<file path="config.mk">
export PLATFORM = sky130hd
export DESIGN_NAME = rc_channel_deadband_normalizer
export DESIGN_NICKNAME = d
export VERILOG_FILES = /design/src/sv/rcdn_pkg.sv /design/src/sv/rcdn_regs.sv /design/src/sv/rcdn_front.sv /design/src/sv/rcdn_queue.sv /design/src/sv/rcdn_back.sv /design/src/sv/rc_channel_deadband_normalizer.sv
export SDC_FILE = /design/constraint.sdc
export NUM_CORES = 2
export LEC_CHECK = 0
export BUFFER_PORTS_ARGS = -buffer_cell sky130_fd_sc_hd__buf_2
export CORE_MARGIN = 3
export CORE_UTILIZATION = 30
export DETAILED_ROUTE_END_ITERATION = 8
export HOLD_SLACK_MARGIN = 0.02
export MAX_ROUTING_LAYER = met4
export SLEW_MARGIN = 20
export SYNTH_ARGS = -nofsm -noshare
export SYNTH_HDL_FRONTEND = slang
export SYNTH_SLANG_ARGS = --single-unit
</file>
<file path="constraint.sdc">
create_clock -name clk -period 70.1 [get_ports clk]
set_input_delay 7.01 -clock clk [delete_from_list [all_inputs] [get_ports clk]]
set_output_delay 7.01 -clock clk [all_outputs]
set_load 0.1 [all_outputs]
</file>
<file path="src/sv/rcdn_pkg.sv">
// ----------------------------------------------------------------------------
// rcdn_pkg: shared types and constants of the RC channel normalizer
// Frame and result layouts, calibration register map, per-axis job records
// and the helper functions used by the classifier and the divider pipeline.
// ----------------------------------------------------------------------------
`default_nettype none

package rcdn_pkg;

  localparam int RAW_W       = 16;
  localparam int FRAC_W      = 15;
  localparam int AXIS_W      = FRAC_W + 1;
  localparam int NUM_REGS    = 8;
  localparam int REG_IDX_W   = 3;
  localparam int ADDR_W      = REG_IDX_W + 2;
  localparam int DATA_W      = 32;
  localparam int QUEUE_DEPTH = 2;
  localparam int QPTR_W      = 1;
  localparam int QCNT_W      = 2;

  localparam logic [RAW_W-1:0]  TELEOP_THRESHOLD = RAW_W'(1500);
  localparam logic [AXIS_W-1:0] AXIS_FULL        = {1'b0, {FRAC_W{1'b1}}};

  typedef enum logic [REG_IDX_W-1:0] {
    REG_STEER_MIN          = 3'd0,
    REG_STEER_MAX          = 3'd1,
    REG_STEER_DEAD_LOW     = 3'd2,
    REG_STEER_DEAD_HIGH    = 3'd3,
    REG_THROTTLE_MIN       = 3'd4,
    REG_THROTTLE_MAX       = 3'd5,
    REG_THROTTLE_DEAD_LOW  = 3'd6,
    REG_THROTTLE_DEAD_HIGH = 3'd7
  } reg_idx_t;

  localparam logic [RAW_W-1:0] REG_RESET [NUM_REGS] = '{
    RAW_W'(1038), RAW_W'(1990), RAW_W'(1493), RAW_W'(1504),
    RAW_W'(1013), RAW_W'(1940), RAW_W'(1492), RAW_W'(1504)
  };

  typedef struct packed {
    logic [RAW_W-1:0] steer_raw;
    logic [RAW_W-1:0] throttle_raw;
    logic [RAW_W-1:0] teleop_raw;
  } in_item_t;

  typedef struct packed {
    logic signed [AXIS_W-1:0] steer_axis;
    logic signed [AXIS_W-1:0] throttle_axis;
    logic                     teleop_button;
  } out_item_t;

  typedef struct packed {
    logic [RAW_W-1:0] vmin;
    logic [RAW_W-1:0] vmax;
    logic [RAW_W-1:0] dlow;
    logic [RAW_W-1:0] dhigh;
  } cal_t;

  typedef enum logic [1:0] {
    AX_ZERO = 2'd0,
    AX_FULL = 2'd1,
    AX_DIV  = 2'd2
  } ax_kind_t;

  typedef struct packed {
    ax_kind_t         kind;
    logic             neg;
    logic [RAW_W-1:0] num;
    logic [RAW_W-1:0] den;
  } ax_job_t;

  typedef struct packed {
    logic    teleop;
    ax_job_t steer;
    ax_job_t throttle;
  } job_t;

  // One axis in flight through the divider. acc holds the dividend bits not
  // yet consumed in its upper part and the quotient bits found so far below.
  typedef struct packed {
    ax_kind_t          kind;
    logic              neg;
    logic [RAW_W-1:0]  den;
    logic [RAW_W-1:0]  rem;
    logic [FRAC_W-1:0] acc;
  } ax_div_t;

  typedef struct packed {
    logic    teleop;
    ax_div_t steer;
    ax_div_t throttle;
  } div_item_t;

  // Dead band test and selection of numerator and denominator. When the
  // numerator reaches the denominator the scaled quotient is at or above
  // full scale, so it is settled here as a saturated result.
  function automatic ax_job_t classify(input logic [RAW_W-1:0] raw, input cal_t cal);
    ax_job_t j;
    j.kind = AX_ZERO;
    j.neg  = 1'b0;
    j.num  = '0;
    j.den  = '0;
    if (raw >= cal.dlow && raw <= cal.dhigh) begin
      j.kind = AX_ZERO;
    end else if (raw > cal.dhigh) begin
      j.num = raw - cal.dhigh;
      j.den = cal.vmax - cal.dhigh;
      if (cal.vmax <= cal.dhigh || j.num >= j.den) begin
        j.kind = AX_FULL;
      end else begin
        j.kind = AX_DIV;
      end
    end else begin
      j.neg = 1'b1;
      j.num = cal.dlow - raw;
      j.den = cal.dlow - cal.vmin;
      if (cal.dlow <= cal.vmin || j.num >= j.den) begin
        j.kind = AX_FULL;
      end else begin
        j.kind = AX_DIV;
      end
    end
    return j;
  endfunction

  // Forms num * AXIS_FULL as a shift and subtract and loads the divider.
  function automatic ax_div_t div_start(input ax_job_t j);
    ax_div_t d;
    logic [RAW_W+FRAC_W-1:0] prod;
    prod   = {j.num, {FRAC_W{1'b0}}} - {{FRAC_W{1'b0}}, j.num};
    d.kind = j.kind;
    d.neg  = j.neg;
    d.den  = j.den;
    d.rem  = prod[RAW_W+FRAC_W-1:FRAC_W];
    d.acc  = prod[FRAC_W-1:0];
    return d;
  endfunction

  // One restoring division step: one quotient bit.
  function automatic ax_div_t div_step(input ax_div_t d);
    ax_div_t  n;
    logic [RAW_W:0] trial;
    logic [RAW_W:0] diff;
    logic           qbit;
    n     = d;
    trial = {d.rem, d.acc[FRAC_W-1]};
    diff  = trial - {1'b0, d.den};
    qbit  = (trial >= {1'b0, d.den});
    n.rem = qbit ? diff[RAW_W-1:0] : trial[RAW_W-1:0];
    n.acc = {d.acc[FRAC_W-2:0], qbit};
    return n;
  endfunction

  function automatic logic [AXIS_W-1:0] axis_value(input ax_div_t d);
    logic [AXIS_W-1:0] mag;
    case (d.kind)
      AX_ZERO: mag = '0;
      AX_FULL: mag = AXIS_FULL;
      AX_DIV:  mag = {1'b0, d.acc};
      default: mag = '0;
    endcase
    return d.neg ? (AXIS_W'(0) - mag) : mag;
  endfunction

endpackage

`default_nettype wire

</file>
<file path="src/sv/rcdn_regs.sv">
// ----------------------------------------------------------------------------
// rcdn_regs: calibration register file
// APB-style write and read access to the eight 16-bit calibration registers,
// presented as one calibration record per axis.
// ----------------------------------------------------------------------------
`default_nettype none

module rcdn_regs (
  input  wire logic                          clk,
  input  wire logic                          rst_n,
  input  wire logic                          psel,
  input  wire logic                          penable,
  input  wire logic                          pwrite,
  input  wire logic [rcdn_pkg::ADDR_W-1:0]   paddr,
  input  wire logic [rcdn_pkg::DATA_W-1:0]   pwdata,
  output logic      [rcdn_pkg::DATA_W-1:0]   prdata,
  output logic                               pready,
  output rcdn_pkg::cal_t                     steer_cal,
  output rcdn_pkg::cal_t                     throttle_cal
);

  logic [rcdn_pkg::RAW_W-1:0] regs_r   [rcdn_pkg::NUM_REGS];
  logic [rcdn_pkg::RAW_W-1:0] regs_nxt [rcdn_pkg::NUM_REGS];
  logic [rcdn_pkg::REG_IDX_W-1:0] idx;
  logic wr_en;

  assign idx    = paddr[rcdn_pkg::ADDR_W-1:2];
  assign pready = 1'b1;
  assign wr_en  = psel && penable && pwrite;
  assign prdata = {{(rcdn_pkg::DATA_W-rcdn_pkg::RAW_W){1'b0}}, regs_r[idx]};

  always_comb begin
    for (int i = 0; i < rcdn_pkg::NUM_REGS; i++) begin
      regs_nxt[i] = regs_r[i];
    end
    if (wr_en) begin
      regs_nxt[idx] = pwdata[rcdn_pkg::RAW_W-1:0];
    end
  end

  always_ff @(posedge clk) begin
    if (!rst_n) begin
      for (int i = 0; i < rcdn_pkg::NUM_REGS; i++) begin
        regs_r[i] <= rcdn_pkg::REG_RESET[i];
      end
    end else begin
      for (int i = 0; i < rcdn_pkg::NUM_REGS; i++) begin
        regs_r[i] <= regs_nxt[i];
      end
    end
  end

  assign steer_cal.vmin     = regs_r[rcdn_pkg::REG_STEER_MIN];
  assign steer_cal.vmax     = regs_r[rcdn_pkg::REG_STEER_MAX];
  assign steer_cal.dlow     = regs_r[rcdn_pkg::REG_STEER_DEAD_LOW];
  assign steer_cal.dhigh    = regs_r[rcdn_pkg::REG_STEER_DEAD_HIGH];
  assign throttle_cal.vmin  = regs_r[rcdn_pkg::REG_THROTTLE_MIN];
  assign throttle_cal.vmax  = regs_r[rcdn_pkg::REG_THROTTLE_MAX];
  assign throttle_cal.dlow  = regs_r[rcdn_pkg::REG_THROTTLE_DEAD_LOW];
  assign throttle_cal.dhigh = regs_r[rcdn_pkg::REG_THROTTLE_DEAD_HIGH];

endmodule

`default_nettype wire

</file>
<file path="src/sv/rcdn_front.sv">
// ----------------------------------------------------------------------------
// rcdn_front: frame classifier
// Sorts each axis of an incoming frame into dead band, saturated or divide,
// prepares numerator and denominator, and decodes the teleop button.
// ----------------------------------------------------------------------------
`default_nettype none

module rcdn_front (
  input  wire rcdn_pkg::in_item_t frame,
  input  wire rcdn_pkg::cal_t     steer_cal,
  input  wire rcdn_pkg::cal_t     throttle_cal,
  output rcdn_pkg::job_t          job
);

  always_comb begin
    job.teleop   = (frame.teleop_raw > rcdn_pkg::TELEOP_THRESHOLD);
    job.steer    = rcdn_pkg::classify(frame.steer_raw, steer_cal);
    job.throttle = rcdn_pkg::classify(frame.throttle_raw, throttle_cal);
  end

endmodule

`default_nettype wire

</file>
<file path="src/sv/rcdn_queue.sv">
// ----------------------------------------------------------------------------
// rcdn_queue: job queue between classifier and divider
// A two-entry flip-flop FIFO so that the input side and the divider pipeline
// can stall independently.
// ----------------------------------------------------------------------------
`default_nettype none

module rcdn_queue (
  input  wire logic           clk,
  input  wire logic           rst_n,
  input  wire logic           push,
  input  wire rcdn_pkg::job_t push_data,
  output logic                full,
  input  wire logic           pop,
  output logic                not_empty,
  output rcdn_pkg::job_t      head
);

  rcdn_pkg::job_t              mem_r [rcdn_pkg::QUEUE_DEPTH];
  logic [rcdn_pkg::QPTR_W-1:0] wr_ptr_r, wr_ptr_nxt;
  logic [rcdn_pkg::QPTR_W-1:0] rd_ptr_r, rd_ptr_nxt;
  logic [rcdn_pkg::QCNT_W-1:0] count_r, count_nxt;

  assign full      = (count_r == rcdn_pkg::QCNT_W'(rcdn_pkg::QUEUE_DEPTH));
  assign not_empty = (count_r != '0);
  assign head      = mem_r[rd_ptr_r];

  always_comb begin
    wr_ptr_nxt = push ? wr_ptr_r + 1'b1 : wr_ptr_r;
    rd_ptr_nxt = pop  ? rd_ptr_r + 1'b1 : rd_ptr_r;
    count_nxt  = count_r;
    if (push && !pop) begin
      count_nxt = count_r + 1'b1;
    end else if (pop && !push) begin
      count_nxt = count_r - 1'b1;
    end
  end

  always_ff @(posedge clk) begin
    if (!rst_n) begin
      wr_ptr_r <= '0;
      rd_ptr_r <= '0;
      count_r  <= '0;
    end else begin
      wr_ptr_r <= wr_ptr_nxt;
      rd_ptr_r <= rd_ptr_nxt;
      count_r  <= count_nxt;
    end
  end

  always_ff @(posedge clk) begin
    if (push) begin
      mem_r[wr_ptr_r] <= push_data;
    end
  end

endmodule

`default_nettype wire

</file>
<file path="src/sv/rcdn_back.sv">
// ----------------------------------------------------------------------------
// rcdn_back: divider pipeline and result register
// A load stage forms the scaled dividend, then one restoring division stage
// per quotient bit for both axes side by side, then the signed result
// register. The whole pipeline holds while a finished result is stalled.
// ----------------------------------------------------------------------------
`default_nettype none

module rcdn_back (
  input  wire logic           clk,
  input  wire logic           rst_n,
  input  wire logic           job_valid,
  input  wire rcdn_pkg::job_t job,
  output logic                job_pop,
  output logic                out_valid,
  input  wire logic           out_stall,
  output rcdn_pkg::out_item_t out_data
);

  localparam int NSTG = rcdn_pkg::FRAC_W + 1;

  rcdn_pkg::div_item_t stage_r   [NSTG];
  rcdn_pkg::div_item_t stage_nxt [NSTG];
  logic [NSTG-1:0]     valid_r;
  logic [NSTG-1:0]     valid_nxt;
  logic                out_valid_r, out_valid_nxt;
  rcdn_pkg::out_item_t out_data_r, out_data_nxt;
  logic                adv;

  assign adv       = !(out_valid_r && out_stall);
  assign job_pop   = adv && job_valid;
  assign out_valid = out_valid_r;
  assign out_data  = out_data_r;

  always_comb begin
    stage_nxt[0].teleop   = job.teleop;
    stage_nxt[0].steer    = rcdn_pkg::div_start(job.steer);
    stage_nxt[0].throttle = rcdn_pkg::div_start(job.throttle);
    valid_nxt[0]          = job_valid;
    for (int i = 1; i < NSTG; i++) begin
      stage_nxt[i].teleop   = stage_r[i-1].teleop;
      stage_nxt[i].steer    = rcdn_pkg::div_step(stage_r[i-1].steer);
      stage_nxt[i].throttle = rcdn_pkg::div_step(stage_r[i-1].throttle);
      valid_nxt[i]          = valid_r[i-1];
    end
    out_valid_nxt              = valid_r[NSTG-1];
    out_data_nxt.teleop_button = stage_r[NSTG-1].teleop;
    out_data_nxt.steer_axis    = rcdn_pkg::axis_value(stage_r[NSTG-1].steer);
    out_data_nxt.throttle_axis = rcdn_pkg::axis_value(stage_r[NSTG-1].throttle);
  end

  always_ff @(posedge clk) begin
    if (!rst_n) begin
      valid_r     <= '0;
      out_valid_r <= 1'b0;
    end else if (adv) begin
      valid_r     <= valid_nxt;
      out_valid_r <= out_valid_nxt;
    end
  end

  always_ff @(posedge clk) begin
    if (adv) begin
      for (int i = 0; i < NSTG; i++) begin
        stage_r[i] <= stage_nxt[i];
      end
      out_data_r <= out_data_nxt;
    end
  end

endmodule

`default_nettype wire

</file>
<file path="src/sv/rc_channel_deadband_normalizer.sv">
// ----------------------------------------------------------------------------
// rc_channel_deadband_normalizer: RC stick dead band normalizer
// Turns raw steering and throttle pulse values into signed Q1.15 axes and
// decodes the teleop switch.
//
// Each request on the in_ channel is one receiver frame; it produces exactly
// one request on the out_ channel, in order. Calibration registers are
// written over the APB-style port; the user must do so only while no frame is
// in flight, which the block itself does not enforce. An accepted frame is
// written into the two-entry job queue, the load stage takes it from there,
// then fifteen divider stages (one quotient bit each, both axes in parallel)
// and the result register follow. The fully pipelined divider takes one frame
// per cycle while out_stall does not hold a result. in_stall rises only when
// the job queue is full. When out_stall holds a result, the divider pipeline
// freezes; the queue then fills to its two entries and in_stall is asserted.
// Reset empties the queue and pipeline and returns every calibration register
// to its default value.
// ----------------------------------------------------------------------------
`default_nettype none

module rc_channel_deadband_normalizer (
  input  wire logic                        clk,
  input  wire logic                        rst_n,
  input  wire logic                        in_valid,
  output logic                             in_stall,
  input  wire rcdn_pkg::in_item_t          in_data,
  output logic                             out_valid,
  input  wire logic                        out_stall,
  output rcdn_pkg::out_item_t              out_data,
  input  wire logic                        psel,
  input  wire logic                        penable,
  input  wire logic                        pwrite,
  input  wire logic [rcdn_pkg::ADDR_W-1:0] paddr,
  input  wire logic [rcdn_pkg::DATA_W-1:0] pwdata,
  output logic      [rcdn_pkg::DATA_W-1:0] prdata,
  output logic                             pready
);

  rcdn_pkg::cal_t steer_cal;
  rcdn_pkg::cal_t throttle_cal;
  rcdn_pkg::job_t front_job;
  rcdn_pkg::job_t queue_head;
  logic           queue_full;
  logic           queue_not_empty;
  logic           queue_pop;
  logic           queue_push;

  assign in_stall   = queue_full;
  assign queue_push = in_valid && !queue_full;

  rcdn_regs u_regs (
    .clk          (clk),
    .rst_n        (rst_n),
    .psel         (psel),
    .penable      (penable),
    .pwrite       (pwrite),
    .paddr        (paddr),
    .pwdata       (pwdata),
    .prdata       (prdata),
    .pready       (pready),
    .steer_cal    (steer_cal),
    .throttle_cal (throttle_cal)
  );

  rcdn_front u_front (
    .frame        (in_data),
    .steer_cal    (steer_cal),
    .throttle_cal (throttle_cal),
    .job          (front_job)
  );

  rcdn_queue u_queue (
    .clk       (clk),
    .rst_n     (rst_n),
    .push      (queue_push),
    .push_data (front_job),
    .full      (queue_full),
    .pop       (queue_pop),
    .not_empty (queue_not_empty),
    .head      (queue_head)
  );

  rcdn_back u_back (
    .clk       (clk),
    .rst_n     (rst_n),
    .job_valid (queue_not_empty),
    .job       (queue_head),
    .job_pop   (queue_pop),
    .out_valid (out_valid),
    .out_stall (out_stall),
    .out_data  (out_data)
  );

endmodule

`default_nettype wire

</file>
==> run_results.csv <==
group,metric,value,unit
power_and_ir_drop,combPwrFrac,44.5,%
detailed_routing,wl_met1,94200,µm
detailed_routing,wl_per_cell,16.4,µm
timing,post-route-period-util,22.7,%
floorplan,die_y,576,µm
global_route,grt_pass1_wl,331000,µm
critical_path,crit_type,"in2out",
floorplan,rows,208,
hold_path,holdPathEnd,"u_back.stage_r[0][468]$_DFFE_PN_",
global_route,antenna_found_initial,5,
logic_synthesis,yosysSeqAreaShare,56.3,%
critical_path,cp.arrival,8910,ps
power_and_ir_drop,power_density,51.7,nW/µm²
power_and_ir_drop,p_seq_share,37.1,%
cells_and_area,layout_common_cells,"1727 x edfxtp_1, 773 x inv_1, 682 x ha_1",
clocking,cts_setup_buffers,0,
power_and_ir_drop,peakVddDrop,35.8,µV
critical_path,r2r_slack,64480,ps
critical_path,regToRegEndpoint,"u_queue.mem_r[1][33]$_DFFE_PP_",
timing,worst_slew_pin_slew,1120,ps
cells_and_area,multi_input_area,38800,µm²
logic_synthesis,synth-main-ff-cell,"edfxtp_1",
cells_and_area,regArea,54900,µm²
logic_synthesis,synthCells,8174,
floorplan,design.portCount,160,
cells_and_area,final_common_cell,"edfxtp_1",
placement,hpwlAfterDp,155000,µm
clocking,cts-hold-fix-buffers,0,
logic_synthesis,synth_edf_count,1727,
floorplan,die-area,332000,µm²
detailed_routing,drtIter0Drc,3766,
clocking,cts_tree,"done",
logic_synthesis,synth_seq_cells,1877,
timing,rsz0062_at_grt,"no",
clocking,cts.sinks,1877,
global_route,grt_max_degree,195,
clocking,clock_latency,860,ps
floorplan,start_util,30.2,%
power_and_ir_drop,clock_power_share,18.3,%
detailed_routing,ant_nets,0,
outcome,status,"completed",
flow_run,cap_violations,0,
critical_path,cp-end-kind,"output pin",
timing,max_slew_margin,25.1,%
cells_and_area,fill_cells,31500,
detailed_routing,wl,210000,µm
detailed_routing,dr.pass1.iters,7,
timing,timing.setup.tns,0,ps
cells_and_area,drive_gt1_share,9.80,%
floorplan,die_w,576,µm
logic_synthesis,synth_cell_types,81,
clocking,clockBufferDepth,4,
timing,setup_viol,0,
timing,hold_viol_final,0,
detailed_routing,met2_length,101000,µm
global_route,grtUsageTotal,12.6,%
detailed_routing,post_drt_via_cell_ratio,4.79,
hold_path,whs_path_depth,0,
timing,fin_skew,63.0,ps
placement,place_area,103000,µm²
cells_and_area,design_area,109000,µm²
logic_synthesis,synth.cell_area,97400,µm²
cells_and_area,final_core_util,33.9,%
power_and_ir_drop,switching_share,35.4,%
power_and_ir_drop,p_int,3.65,mW
clocking,clkTransAtPathRegs,60,ps
power_and_ir_drop,leakage,42.5,nW
clocking,htreeDepth,4,
global_route,gr-total-overflow,0,
cells_and_area,finalNetCount,9161,
detailed_routing,dr_wl_met3,7430,µm
hold_path,worstHoldPathType,"reg2reg",
clocking,cts_buffers,200,
critical_path,reg2reg_from,"u_regs.regs_r[7][2]$_SDFFE_PN0P_",
detailed_routing,post-route-drc-count,0,
logic_synthesis,synthArstFlopShare,0,%
critical_path,reg2regPathDepth,15,
timing,max_freq,62.8,MHz
timing,fin_crit,15920,ps
timing,slew_viol_final,0,
clocking,cts-root-buf,"clkbuf_16",
logic_synthesis,avgSynthCellArea,11.9,µm²
critical_path,crit_fanout,18,
hold_path,min_from,"u_back.stage_r[0][366]$_DFFE_PN_",
power_and_ir_drop,power_switching,2.00,mW
logic_synthesis,synth_warnings,0,
clocking,postCtsResizedCells,0,
detailed_routing,top_layer,"met4",
critical_path,required,63090,ps
floorplan,coreArea,322000,µm²
global_route,grt_pass1_vias,61200,
critical_path,crit_path_start_kind,"input port",
cells_and_area,areaGrowthSynthToFinish,12.2,%
detailed_routing,routed-via-count,61400,
placement,globalplace.congestion,0.931,
placement,port_buffers,124,
==> cells in the mapped netlist, types with 64 or more instances <==
cell | number | area, µm²
edfxtp_1 | 1727 | 51900
ha_1 | 682 | 8530
o211ai_1 | 68 | 510
o21ai_0 | 351 | 1760
clkbuf_1 | 119 | 447
a21o_1 | 153 | 1150
mux2i_1 | 68 | 681
xor2_1 | 108 | 946
xnor2_1 | 353 | 3090
a21boi_0 | 120 | 901
dfxtp_1 | 150 | 3000
nand2b_1 | 76 | 475
nor2_1 | 494 | 1850
nand3_1 | 161 | 806
inv_1 | 773 | 2900
mux2_2 | 319 | 3590
nor2b_1 | 92 | 576
nand2_1 | 519 | 1950
a21oi_1 | 487 | 2440
a211oi_1 | 72 | 541
o31a_1 | 64 | 561
o21a_1 | 97 | 728
nor3_1 | 194 | 971
a22oi_1 | 72 | 541
nand4_1 | 119 | 744
==> through the flow <==
stage	hold WS (ps)	total power [mW]	worst slack, ps	instances
4_1_cts	361	5.69	54240	12800
6_report	364	5.65	54180	12800
2_1_floorplan	400	4.06	17340	8189
5_1_grt	360	6.08	54160	12800
3_3_place_gp	402	4.53	54250	12500
3_5_place_dp	405	4.61	54240	12500
==> routing by layer <==
layer | vias to the layer above | global-route usage (%)
met1 | 29300 | 15.7
li1 | 30500 | -
met2 | 1157 | 21.2
met4 | 0 | 4.25
met3 | 394 | 1.53
met5 | - | -
==> state kept, by name (all words and copies together) (netlist names), named ones only <==
signal,count
u_queue.rd_ptr_r,1
u_back.stage_r,1552
u_back.valid_r,16
u_queue.mem_r,142
u_queue.wr_ptr_r,1
u_regs.regs_r,128
u_back.out_valid,1
u_queue.count_r,2
u_back.out_data,33
==> worst max-delay path, stage by stage <==
cell and delay, ps:
buf_2 140, and3b_1 760, a22oi_1 250, nand4_1 250, buf_2 470
==> logic make-up after synthesis <==
logic type / synth area share (%)
DFF: 56.3
xor gates and xnor gates: 4.14
and+or+nand+nor: 9.45
other: 0.00771
AOI/OAI and AO/OA: 12.2
adders and majority gates: 9.50
muxes: 4.48
buffers and inverters: 3.93
==> how the worst max path moves through the flow <==
stage | start | depth (start not counted) | to | slack, ps
4_1_cts | paddr[4] | 5 | prdata[13] | 54240
3_5_place_dp | paddr[2] | 5 | prdata[13] | 54240
2_1_floorplan | out_stall | 4 | u_back.out_data[0]$_DFFE_PN_ | 17340
5_1_grt | paddr[3] | 5 | prdata[13] | 54160
3_3_place_gp | paddr[3] | 5 | prdata[13] | 54250
6_report | paddr[4] | 5 | prdata[1] | 54180
==> final cells by class <==
class | count | share of cell area (%)
diodes | 2 | 0.00458
clock buffers | 245 | 4.81
clock inverters | 110 | 1.04
inverters | 775 | 2.67
multi-input cells | 5343 | 35.5
flip-flops and latches | 1877 | 50.2
well taps | 4305 | 4.93
repair buffers | 154 | 0.837
==> power by group through the flow <==
| stage | clock network (mW) | logic [mW] | registers (mW) |
|---|---|---|---|
| final | 1.04 | 2.51 | 2.10 |
| after detailed placement | 0 | 2.49 | 2.12 |
| after floorplan | 0 | 1.98 | 2.08 |
| after global placement | 0 | 2.42 | 2.11 |
| after CTS | 1.07 | 2.51 | 2.10 |
| after global routing | 1.12 | 2.81 | 2.15 |
Power figures use the tool's default switching activity.
